**src/rtl/core/cti_pkg.sv**
```systemverilog
// Shared types and constants for the calibration table interpolator.
// No dependencies.
package cti_pkg;

  localparam int MAX_POINTS_DEF = 32;
  localparam int CMDQ_DEPTH     = 2;   // beats held between front and back
  localparam int FRAC_BITS      = 8;
  localparam int DIV_STEPS      = 24;  // quotient magnitude always fits 24 bits

  typedef enum logic {
    OP_CONVERT = 1'b0,
    OP_LOAD    = 1'b1
  } op_t;

  typedef struct packed {
    op_t                kind;
    logic [4:0]         slot;
    logic signed [15:0] p_raw;
    logic signed [15:0] p_val;
    logic signed [15:0] raw;
  } cmd_t;

  typedef enum logic [2:0] {
    ST_IDLE,
    ST_FETCH,
    ST_SEARCH,
    ST_MUL,
    ST_DSTART,
    ST_DIV,
    ST_FIN,
    ST_PUT
  } state_t;

endpackage

```
**src/rtl/core/calibration_table_interpolator.sv**
```systemverilog
// Calibration table interpolator top level: config register, front end,
// back end. Depends on cti_pkg, cti_front, cti_back.
//
// Piecewise linear calibration over up to MAX_POINTS (raw, value) points.
// A load beat writes one point and yields no result; a convert beat yields
// one 24-bit result with 8 fractional bits. A two-beat command queue takes
// input while the back end works. The back end handles one command at a
// time: a load is written from the idle state; a convert scans points (one
// per cycle from the point memory) and, when it interpolates, runs one
// multiply, the divider and the final add, then waits until the result
// register is empty or being popped. Points never loaded read back as
// undefined; load every slot below table_size before converting.
// table_size is to be written only while the block is idle; the block
// itself does not enforce this. Values above MAX_POINTS act as
// MAX_POINTS.
module calibration_table_interpolator #(
  parameter int MAX_POINTS = cti_pkg::MAX_POINTS_DEF
) (
  input  logic               clk,
  input  logic               rst,
  input  logic               push,
  output logic               full,
  input  logic               opcode,
  input  logic [4:0]         point_index,
  input  logic signed [15:0] point_raw,
  input  logic signed [15:0] point_val,
  input  logic signed [15:0] raw_value,
  output logic               empty,
  input  logic               pop,
  output logic signed [23:0] calibrated_value,
  input  logic               cfg_valid,
  output logic               cfg_ready,
  input  logic [5:0]         cfg_data
);
  import cti_pkg::*;

  logic [5:0] table_size;
  logic       cmd_valid;
  cmd_t       cmd;
  logic       cmd_take;
  logic       res_vld;

  assign cfg_ready = 1'b1;
  assign empty     = !res_vld;

  always_ff @(posedge clk) begin
    if (rst) begin
      table_size <= '0;
    end else if (cfg_valid && cfg_ready) begin
      table_size <= cfg_data;
    end
  end

  cti_front #(
    .MAX_POINTS (MAX_POINTS)
  ) u_front (
    .clk         (clk),
    .rst         (rst),
    .push        (push),
    .full        (full),
    .opcode      (opcode),
    .point_index (point_index),
    .point_raw   (point_raw),
    .point_val   (point_val),
    .raw_value   (raw_value),
    .cmd_valid   (cmd_valid),
    .cmd         (cmd),
    .cmd_take    (cmd_take)
  );

  cti_back #(
    .MAX_POINTS (MAX_POINTS)
  ) u_back (
    .clk        (clk),
    .rst        (rst),
    .table_size (table_size),
    .cmd_valid  (cmd_valid),
    .cmd        (cmd),
    .cmd_take   (cmd_take),
    .res_vld    (res_vld),
    .res        (calibrated_value),
    .pop        (pop)
  );

endmodule

```
**src/rtl/core/cti_front.sv**
```systemverilog
// Front end: takes input beats, drops loads aimed past the table, and
// queues commands for the back end. Depends on cti_pkg.
module cti_front #(
  parameter int MAX_POINTS = cti_pkg::MAX_POINTS_DEF
) (
  input  logic               clk,
  input  logic               rst,
  input  logic               push,
  output logic               full,
  input  logic               opcode,
  input  logic [4:0]         point_index,
  input  logic signed [15:0] point_raw,
  input  logic signed [15:0] point_val,
  input  logic signed [15:0] raw_value,
  output logic               cmd_valid,
  output cti_pkg::cmd_t      cmd,
  input  logic               cmd_take
);
  import cti_pkg::*;

  localparam int PTR_W = (CMDQ_DEPTH > 1) ? $clog2(CMDQ_DEPTH) : 1;
  localparam int CNT_W = $clog2(CMDQ_DEPTH + 1);

  cmd_t             q [CMDQ_DEPTH];
  logic [PTR_W-1:0] wr_ptr;
  logic [PTR_W-1:0] rd_ptr;
  logic [CNT_W-1:0] count;
  cmd_t             new_cmd;
  logic             acc;
  logic             drop;
  logic             enq;

  always_comb begin
    new_cmd.kind  = op_t'(opcode);
    new_cmd.slot  = point_index;
    new_cmd.p_raw = point_raw;
    new_cmd.p_val = point_val;
    new_cmd.raw   = raw_value;
  end

  assign full      = (count == CNT_W'(CMDQ_DEPTH));
  assign acc       = push && !full;
  // a load at or past MAX_POINTS is swallowed here
  assign drop      = (op_t'(opcode) == OP_LOAD) && (32'(point_index) >= 32'(MAX_POINTS));
  assign enq       = acc && !drop;
  assign cmd_valid = (count != '0);
  assign cmd       = q[rd_ptr];

  always_ff @(posedge clk) begin
    if (enq) begin
      q[wr_ptr] <= new_cmd;
    end
  end

  always_ff @(posedge clk) begin
    if (rst) begin
      wr_ptr <= '0;
      rd_ptr <= '0;
      count  <= '0;
    end else begin
      if (enq) begin
        wr_ptr <= (wr_ptr == PTR_W'(CMDQ_DEPTH - 1)) ? '0 : wr_ptr + 1'b1;
      end
      if (cmd_take) begin
        rd_ptr <= (rd_ptr == PTR_W'(CMDQ_DEPTH - 1)) ? '0 : rd_ptr + 1'b1;
      end
      if (enq && !cmd_take) begin
        count <= count + 1'b1;
      end else if (!enq && cmd_take) begin
        count <= count - 1'b1;
      end
    end
  end

  a_count_bound: assert property (@(posedge clk) disable iff (rst)
    count <= CNT_W'(CMDQ_DEPTH))
    else $error("command queue overfilled");

  a_no_take_empty: assert property (@(posedge clk) disable iff (rst)
    cmd_take |-> count != '0)
    else $error("back end took from empty command queue");

  a_drop_no_fill: assert property (@(posedge clk) disable iff (rst)
    (acc && drop && !cmd_take) |=> count == $past(count))
    else $error("dropped load changed queue fill");

endmodule

```
**src/rtl/core/cti_div.sv**
```systemverilog
// Restoring divider, one quotient bit per cycle, unsigned magnitudes.
// Numerator is scaled by 2^FRAC_BITS internally. Depends on cti_pkg.
module cti_div (
  input  logic                         clk,
  input  logic                         rst,
  input  logic                         start,
  input  logic [31:0]                  num,
  input  logic [15:0]                  den,
  output logic                         done,
  output logic [cti_pkg::DIV_STEPS-1:0] quo
);
  import cti_pkg::*;

  localparam int STEP_W = $clog2(DIV_STEPS + 1);

  logic [15:0]          rem;
  logic [DIV_STEPS-1:0] sh;
  logic [STEP_W-1:0]    cnt;
  logic                 busy;
  logic [16:0]          trial;
  logic [16:0]          diff;
  logic                 ge;

  assign trial = {rem, sh[DIV_STEPS-1]};
  assign diff  = trial - {1'b0, den};
  assign ge    = (trial >= {1'b0, den});
  assign quo   = sh;

  always_ff @(posedge clk) begin
    if (rst) begin
      busy <= 1'b0;
      done <= 1'b0;
      cnt  <= '0;
    end else begin
      done <= 1'b0;
      if (start) begin
        busy <= 1'b1;
        cnt  <= STEP_W'(DIV_STEPS);
      end else if (busy) begin
        cnt <= cnt - 1'b1;
        if (cnt == STEP_W'(1)) begin
          busy <= 1'b0;
          done <= 1'b1;
        end
      end
    end
  end

  // upper numerator bits are already below den, so only the low bits are walked
  always_ff @(posedge clk) begin
    if (start) begin
      rem <= num[31:16];
      sh  <= {num[15:0], {FRAC_BITS{1'b0}}};
    end else if (busy) begin
      rem <= ge ? diff[15:0] : trial[15:0];
      sh  <= {sh[DIV_STEPS-2:0], ge};
    end
  end

endmodule

```
**src/rtl/core/cti_back.sv**
```systemverilog
// Back end: point memory, sequential search, multiply and divide sequencer,
// and the result register. Depends on cti_pkg and cti_div.
module cti_back #(
  parameter int MAX_POINTS = cti_pkg::MAX_POINTS_DEF
) (
  input  logic               clk,
  input  logic               rst,
  input  logic [5:0]         table_size,
  input  logic               cmd_valid,
  input  cti_pkg::cmd_t      cmd,
  output logic               cmd_take,
  output logic               res_vld,
  output logic signed [23:0] res,
  input  logic               pop
);
  import cti_pkg::*;

  localparam int IDX_W = (MAX_POINTS > 1) ? $clog2(MAX_POINTS) : 1;
  localparam int CNT_W = $clog2(MAX_POINTS + 1);
  localparam int LAST  = MAX_POINTS - 1;

  logic [31:0]        pt_mem [MAX_POINTS];
  logic [31:0]        rd_data;
  logic [IDX_W-1:0]   rd_addr;
  logic               mem_we;

  state_t             state;
  state_t             state_next;

  logic [IDX_W-1:0]   chk;
  logic [CNT_W-1:0]   n_lim;
  logic [CNT_W-1:0]   n_eff;
  logic signed [15:0] raw;
  logic signed [15:0] lo_raw;
  logic signed [15:0] lo_val;
  logic signed [15:0] hi_val;
  logic signed [16:0] dr;
  logic signed [16:0] dv;
  logic [15:0]        den;
  logic signed [33:0] prod;
  logic signed [33:0] prod_neg;
  logic               neg;
  logic [23:0]        res_calc;

  logic signed [15:0] rd_raw;
  logic signed [15:0] rd_val;
  logic               hit;
  logic               last;
  logic               put_fire;
  logic               div_start;
  logic [31:0]        div_num;
  logic               div_done;
  logic [DIV_STEPS-1:0] quo;

  assign rd_raw   = rd_data[31:16];
  assign rd_val   = rd_data[15:0];
  assign hit      = (raw < rd_raw);
  assign last     = (CNT_W'(chk) == n_lim - CNT_W'(1));
  assign n_eff    = (32'(table_size) > 32'(MAX_POINTS)) ? CNT_W'(MAX_POINTS)
                                                        : CNT_W'(table_size);
  assign prod_neg = -prod;

  always_ff @(posedge clk) begin
    if (mem_we) begin
      pt_mem[IDX_W'(cmd.slot)] <= {cmd.p_raw, cmd.p_val};
    end
  end

  always_ff @(posedge clk) begin
    rd_data <= pt_mem[rd_addr];
  end

  // next state
  always_comb begin
    state_next = state;
    case (state)
      ST_IDLE: begin
        if (cmd_valid) begin
          if (cmd.kind == OP_LOAD) begin
            state_next = ST_IDLE;
          end else if (table_size == '0) begin
            state_next = ST_PUT;
          end else begin
            state_next = ST_FETCH;
          end
        end
      end
      ST_FETCH: state_next = ST_SEARCH;
      ST_SEARCH: begin
        if (hit) begin
          if (chk == '0 || rd_raw == lo_raw) begin
            state_next = ST_PUT;
          end else begin
            state_next = ST_MUL;
          end
        end else if (last) begin
          state_next = ST_PUT;
        end
      end
      ST_MUL:    state_next = ST_DSTART;
      ST_DSTART: state_next = ST_DIV;
      ST_DIV: begin
        if (div_done) begin
          state_next = ST_FIN;
        end
      end
      ST_FIN: state_next = ST_PUT;
      ST_PUT: begin
        if (put_fire) begin
          state_next = ST_IDLE;
        end
      end
      default: state_next = ST_IDLE;
    endcase
  end

  // outputs
  always_comb begin
    cmd_take  = 1'b0;
    mem_we    = 1'b0;
    rd_addr   = '0;
    div_start = 1'b0;
    put_fire  = 1'b0;
    div_num   = prod[31:0];
    case (state)
      ST_IDLE: begin
        cmd_take = cmd_valid;
        mem_we   = cmd_valid && (cmd.kind == OP_LOAD);
      end
      ST_SEARCH: begin
        // fetch the next point while this one is compared
        rd_addr = (chk == IDX_W'(LAST)) ? '0 : chk + 1'b1;
      end
      ST_DSTART: begin
        div_start = 1'b1;
        div_num   = prod[33] ? prod_neg[31:0] : prod[31:0];
      end
      ST_PUT: begin
        put_fire = !res_vld || pop;
      end
      default: begin
      end
    endcase
  end

  always_ff @(posedge clk) begin
    if (rst) begin
      state   <= ST_IDLE;
      res_vld <= 1'b0;
    end else begin
      state <= state_next;
      if (put_fire) begin
        res_vld <= 1'b1;
      end else if (pop) begin
        res_vld <= 1'b0;
      end
    end
  end

  always_ff @(posedge clk) begin
    case (state)
      ST_IDLE: begin
        raw      <= cmd.raw;
        n_lim    <= n_eff;
        chk      <= '0;
        res_calc <= {cmd.raw, {FRAC_BITS{1'b0}}};
      end
      ST_SEARCH: begin
        res_calc <= {rd_val, {FRAC_BITS{1'b0}}};
        if (hit) begin
          hi_val <= rd_val;
          dr     <= {rd_raw[15], rd_raw} - {raw[15], raw};
          dv     <= {rd_val[15], rd_val} - {lo_val[15], lo_val};
          den    <= rd_raw[15:0] - lo_raw[15:0];
        end else begin
          lo_raw <= rd_raw;
          lo_val <= rd_val;
          chk    <= chk + 1'b1;
        end
      end
      ST_MUL: begin
        prod <= dr * dv;
      end
      ST_DSTART: begin
        neg <= prod[33];
      end
      ST_FIN: begin
        res_calc <= neg ? {hi_val, {FRAC_BITS{1'b0}}} + quo
                        : {hi_val, {FRAC_BITS{1'b0}}} - quo;
      end
      ST_PUT: begin
        if (put_fire) begin
          res <= res_calc;
        end
      end
      default: begin
      end
    endcase
  end

  cti_div u_div (
    .clk   (clk),
    .rst   (rst),
    .start (div_start),
    .num   (div_num),
    .den   (den),
    .done  (div_done),
    .quo   (quo)
  );

  a_search_in_range: assert property (@(posedge clk) disable iff (rst)
    state == ST_SEARCH |-> CNT_W'(chk) < n_lim)
    else $error("search index past table size");

  a_div_done_state: assert property (@(posedge clk) disable iff (rst)
    div_done |-> state == ST_DIV)
    else $error("divider finished outside divide state");

  a_den_nonzero: assert property (@(posedge clk) disable iff (rst)
    state == ST_DSTART |-> den != '0)
    else $error("interpolation with zero raw span");

endmodule
```
**config.mk**
```make
export PLATFORM = sky130hd
export DESIGN_NAME = calibration_table_interpolator
export DESIGN_NICKNAME = d
export VERILOG_FILES = /design/src/rtl/core/cti_pkg.sv /design/src/rtl/core/calibration_table_interpolator.sv /design/src/rtl/core/cti_front.sv /design/src/rtl/core/cti_div.sv /design/src/rtl/core/cti_back.sv
export SDC_FILE = /design/constraint.sdc
export NUM_CORES = 2
export LEC_CHECK = 0
export ABC_CLOCK_PERIOD_IN_PS = 11340
export BUFFER_PORTS_ARGS = -buffer_cell sky130_fd_sc_hd__buf_2
export CAP_MARGIN = 5
export CORE_ASPECT_RATIO = 1.4
export CORE_MARGIN = 1.5
export CORE_UTILIZATION = 55
export CTS_BUF_LIST = sky130_fd_sc_hd__clkbuf_2 sky130_fd_sc_hd__clkbuf_4 sky130_fd_sc_hd__clkbuf_8
export DETAILED_ROUTE_END_ITERATION = 12
export PLACE_DENSITY_LB_ADDON = 0.3
export SYNTH_ARGS = -nofsm -noshare
export SYNTH_HDL_FRONTEND = slang
export SYNTH_SLANG_ARGS = --single-unit
```
**constraint.sdc**
```tcl
create_clock -name clk -period 11.34 [get_ports clk]
set_input_delay 2.268 -clock clk [delete_from_list [all_inputs] [get_ports clk]]
set_output_delay 2.268 -clock clk [all_outputs]
set_load 0.05 [all_outputs]
```
Word level (Yosys, flattened, before mapping)
Memories as Yosys holds them, arrays and structs flattened. A register that Yosys moved wholly into a read port is not among the register bits.
Cells that the tools add are included.

cells by class
  reductions and logical operators = 26
  bitwise operators = 2
  add/sub/neg operators = 14
  equal/unequal tests = 17
  shift operators = 0
  order comparisons = 3
  multiply operators = 1
  muxes and demuxes = 44
  div/mod/pow operators = 0

operators with widths
  kind                                                             number
  24-bit two-way mux                                               3
  24-bit one-hot mux with 3 select lines                           1
  32-bit two-way mux                                               2
  16-bit two-way mux                                               3
  17-bit by 17-bit multiplier with 34-bit output                   1
  16-bit by 16-bit subtractor with 17-bit output                   2
  32-bit negation                                                  1
  16-bit subtractor                                                2
  5-bit two-way mux                                                5
  24-bit adder                                                     1
  3-bit two-way mux                                                8
  3-bit one-hot mux with 8 select lines                            1
  24-bit subtractor                                                1
  1-bit two-way mux                                                18
  17-bit by 16-bit >= comparator with 1-bit output                 1
  16-bit == test                                                   1
  16-bit < comparator                                              1
  3-bit == test, second input constant                             4
  5-bit one-hot mux with 2 select lines                            1
  2-bit nonzero test                                               5
  2-bit AND reduction                                              4
  3-bit by 2-bit == test with 1-bit output, second input constant  2
  5-bit by 6-bit == test with 1-bit output                         1
  6-bit > comparator, second input constant                        1
  25 further kinds                                                 37

word-level totals
  output and inout port bits = 27
  register bits after elaboration = 269
  logic and storage cells = 135
  memories = 2
  bits in writable memories = 1132
  bits in read-only memories = 0
  bits of input ports = 65
  latch bits = 0

memories
  memory         depth  bits a word  read ports  clocked after memory_dff  wr ports  line             text
  u_back.pt_mem  32     32           1           1                         1         cti_back.sv:22   logic [31:0] pt_mem [MAX_POINTS];
  u_front.q      2      54           1           1                         1         cti_front.sv:24  cmd_t q [CMDQ_DEPTH];

Longest topological paths before layout
  depth in word-level cells = 7
  mapped depth = 24

Cells and area by module
Synthesis repeated with hierarchy kept, for this count alone.

unflattened totals
  cell total of the unflattened synthesis = 5204
  area, all modules = 70418.8 µm²

by module, submodules not included
  module                          area each (µm²)  instances  cells an instance
  cti_back                        63123.0          1          4693
  cti_front                       4112.7           1          193
  cti_div                         2954.1           1          296
  calibration_table_interpolator  229.0            1          22

Worst setup path before layout
OpenSTA, ideal clock, no wires.

  path kind = flip-flop to flip-flop
  start = reg u_back.dr[16]
  end = reg u_back.prod[33] (data pin)
  library setup time = 260 ps
  data required time = 11080 ps
  path buffers = 1
  clock period less this slack = 6313 ps
  setup slack = 5027 ps
  arrival time = 6054 ps
  stages on the path, launching flop included = 22
  cells stage by stage = edfxtp_1 clkbuf_1 nand2_1 inv_1 fa_1 fa_1 fa_1 fa_1 fa_1 inv_1 fa_1 inv_1 ha_1 nand2_1 a21oi_1 a221oi_1 o21ai_0 a211oi_1 nand2_1 a311o_1 a21oi_1 xnor2_1

between the ends
  word-level cells in the longest chain between the ends = 1

RTL lines
  what                                            line             text
  start: declaration                              cti_back.sv:37   logic signed [16:0] dr;
  start signal: assignment                        cti_back.sv:172  dr <= {rd_raw[15], rd_raw} - {raw[15], raw};
  17-bit by 17-bit multiplier with 34-bit output  cti_back.sv:182  prod <= dr * dv;
  end signal: assignment                          cti_back.sv:182
  end: declaration                                cti_back.sv:40   logic signed [33:0] prod;

Every way passes these cells.
A chain may end at the register's enable or synchronous reset.

Worst setup path after layout
Same ends and word-level chain as after synthesis.

==> flow_metrics.tcl <==
set metrics [dict create \
    rr_worst_depth 20 \
    post_cts_resized 0 \
    nets 5807 \
    yosysWarnings 0 \
    synth-seq-area-share_pct 60.70 \
    placed_cells 6678 \
    ios 92 \
    dieArea_um2 129200 \
    r2r_setup_slack_ps 4220 \
    grt_pass1_vias 44075 \
    vias 43310 \
    max_freq_mhz 140.5 \
    setup.worst_path.class "reg2reg" \
    initial_core_util_pct 55.45 \
    ys_seq_elements 1433 \
    wl_per_cell_um 25.75 \
    root_buffer "clkbuf_8" \
    routed_wl_um 181700 \
    numCtsBuffers 207 \
    drc 0 \
    post-route-min-period_ps 7116 \
    syn_nets 5698 \
    final_cells 7058 \
    drv_cap 0 \
    firstDrtPassIters 6 \
    startpoint "u_back.dr[16]" \
    drt_iter0_drc 4341 \
    setup_viol 0 \
    r2r_start "u_back.dr[16]" \
    area_growth_pct 9.588 \
    worst_ep_required_time_ps 12000 \
    hold_buffers 0 \
    die_y_um 424.7 \
    r2r_end "u_back.prod[33]" \
    async_flop_share_pct 0 \
    rsz0062_at_grt "no" \
    grt_max_degree 148 \
    rows 154 \
    post-route-period-util_pct 62.75 \
    tightest_slew_ps 1166 \
    grt_util_all_layers_pct 28.39 \
    path_depth 20 \
    cpPeakStageDelay_ps 940 \
    critPathCapture "u_back.prod[33]" \
    maxSlewHeadroom_pct 22.11 \
    core_region_area_um2 126000 \
    clock_skew_ps 39.14 \
    arrival_ps 7770 \
    cpLargestDelayFamily "adder cells" \
    post-cts-setup-buffer-count 0 \
    cts_tree "built" \
    syn-cell-area_um2 69870 \
    cts_buffer_depth 3 \
    path_clk_slew_ps 70 \
    antenna_found_initial 4 \
    fp.dieW_um 304.2 \
    yosysUniqueCellTypes 77 \
    fin_tns_setup_ps 0 \
    critPathLaunchType "register" \
    avgSynthCellArea_um2 13.59 \
    yosysTopAreaCellShare_pct 58.92 \
    status "finished, final reports clean" \
    synthFlopType "edfxtp_1" \
    critPathSlowestCell "fa_1" \
    clock_sinks 1433 \
    h-tree-depth 4 \
    worstPathMaxFanout 17 \
    gp_congestion 0.9359 \
    grt-ovfl-total 0 \
    yosysTopAreaCell "edfxtp_1" \
    crit_chain "nand2_1, inv_1, fa_1, fa_1, fa_1, fa_1, fa_1, inv_1, fa_1, inv_1, ha_1, nand2_1, a21oi_1, a221oi_1, o21ai_0, a211oi_1, nand2_1, a311o_1, a21oi_1, xnor2_1" \
    timing.critical_path.buf_inv 3 \
    synth_enable_flop_cells 1371 \
    final_layout_size_suffix_gt1_share_pct 13.87 \
    hold_viol 0 \
    hold_class "reg2reg" \
    place_hpwl_um 112400 \
    grt_pass1_wl_um 271000 \
    port-buffer-count 90 \
    worstSkewPairLatency_ps 960 \
    yosys-top-cells-area "edfxtp_1 59%, fa_1 8.6%, mux4_2 4.1%" \
    postRouteAntennaNets 0 \
    viasPerCell 6.136 \
    drv_slew 0 \
    holdCritStartpoint "u_back.res_calc[23]" \
    path_common_cell "fa_1" \
    endpoint_kind "register" \
    syn_inst 5140 \
]
placed cells by master (no fill, tap or decap), types with 10 or more instances in the layout:
cell type / count
a211oi_1: 16
a21boi_0: 12
a21o_1: 20
a21oi_1: 102
a31oi_1: 139
and2_1: 151
and3_1: 11
buf_2: 90
buf_4: 64
clkbuf_4: 69
clkbuf_8: 217
clkinv_1: 41
clkinv_2: 24
dfxtp_1: 61
edfxtp_1: 1371
fa_1: 301
ha_1: 191
inv_1: 452
mux2_2: 53
mux2i_1: 37
mux4_2: 128
nand2_1: 606
nand2b_1: 20
nand3_1: 39
nand4_1: 11
nor2_1: 151
nor2_4: 35
nor2b_1: 26
nor3_1: 163
o211ai_1: 105
o21a_1: 14
o21ai_0: 219
o21bai_1: 10
o22ai_1: 141
o31ai_1: 15
or3_1: 19
xnor2_1: 99
xor2_1: 42
Yosys cell counts, types with 14 or more instances:
cell type and n:
edfxtp_1 1371, nand2_1 609, inv_1 453, fa_1 301, o21ai_0 220, clkbuf_1 219, ha_1 192, nor2_1 187
nor3_1 164, and2_1 151, o22ai_1 141, a31oi_1 139, mux4_2 128, o211ai_1 105, a21oi_1 103, xnor2_1 99
dfxtp_1 62, mux2_2 53, xor2_1 42, nand3_1 39, mux2i_1 37, nor2b_1 27, buf_1 24, nand2b_1 21
a21o_1 20, or3_1 19, a211oi_1 16, buf_2 15, o31ai_1 15, o21a_1 14
state kept, by name, summed over array words and instances (netlist names), 17 cells and up, named ones only:
signal	flops
u_back.dr	17
u_back.dv	17
u_back.prod	33
u_back.pt_mem	1024
u_back.rd_data	32
u_back.res	24
u_back.res_calc	24
u_back.u_div.quo	24
u_front.q	108
layer usage:
layer	GRT usage [%]	vias up	share of wire, %
li1	-	18902	-
met1	33.67	21923	36
met2	50.08	2009	52
met3	4.446	470	7.4
met4	14.83	6	5.4
met5	0	-	0.034
how the worst min path moves through the flow:
stage / endpoint / depth (start not counted)
3_5_place_dp: u_back.res[19] / 0
4_1_cts: u_back.res[2] / 0
3_3_place_gp: u_back.res[22] / 0
6_report: u_back.res[23] / 0
5_1_grt: u_back.res[23] / 0
2_1_floorplan: u_back.res[0] / 0
metrics by stage:
| stage | area (µm²) | setup WS, ps | utilization (%) | hold slack [ps] |
|---|---|---|---|---|
| after floorplan | 69870 | 5027 | - | 400.3 |
| after global placement | 72320 | 4270 | 57.39 | 400.8 |
| after detailed placement | 72320 | 4243 | 57.39 | 405.2 |
| after CTS | 76560 | 4206 | 60.75 | 422.6 |
| after global routing | 76560 | 3880 | 60.76 | 427.1 |
| final | 76570 | 4224 | 60.76 | 422.0 |
cells by family after synthesis:
logic type	Yosys count	share of synthesized area [%]
flops	1433	60.70
simple gates	1278	8.327
compound gates	861	7.750
buf+inv	715	3.879
fa+ha+maj	493	12.06
mux	218	5.510
xor+xnor	141	1.767
other cells	1	0.005367
final cells by class:
type,count,area (µm²)
fill,9621,49450
sequential,1433,42410
multi-input combinational,2992,25090
clock buffer,286,3505
tap,1638,2049
inverter,455,1718
timing repair buffer,160,1051
clock inverter,89,733.2
antenna,5,12.51
Power is left out: the tool's default activity adds up to more than one toggle a clock period on the data nets, which glitch-free logic cannot reach.
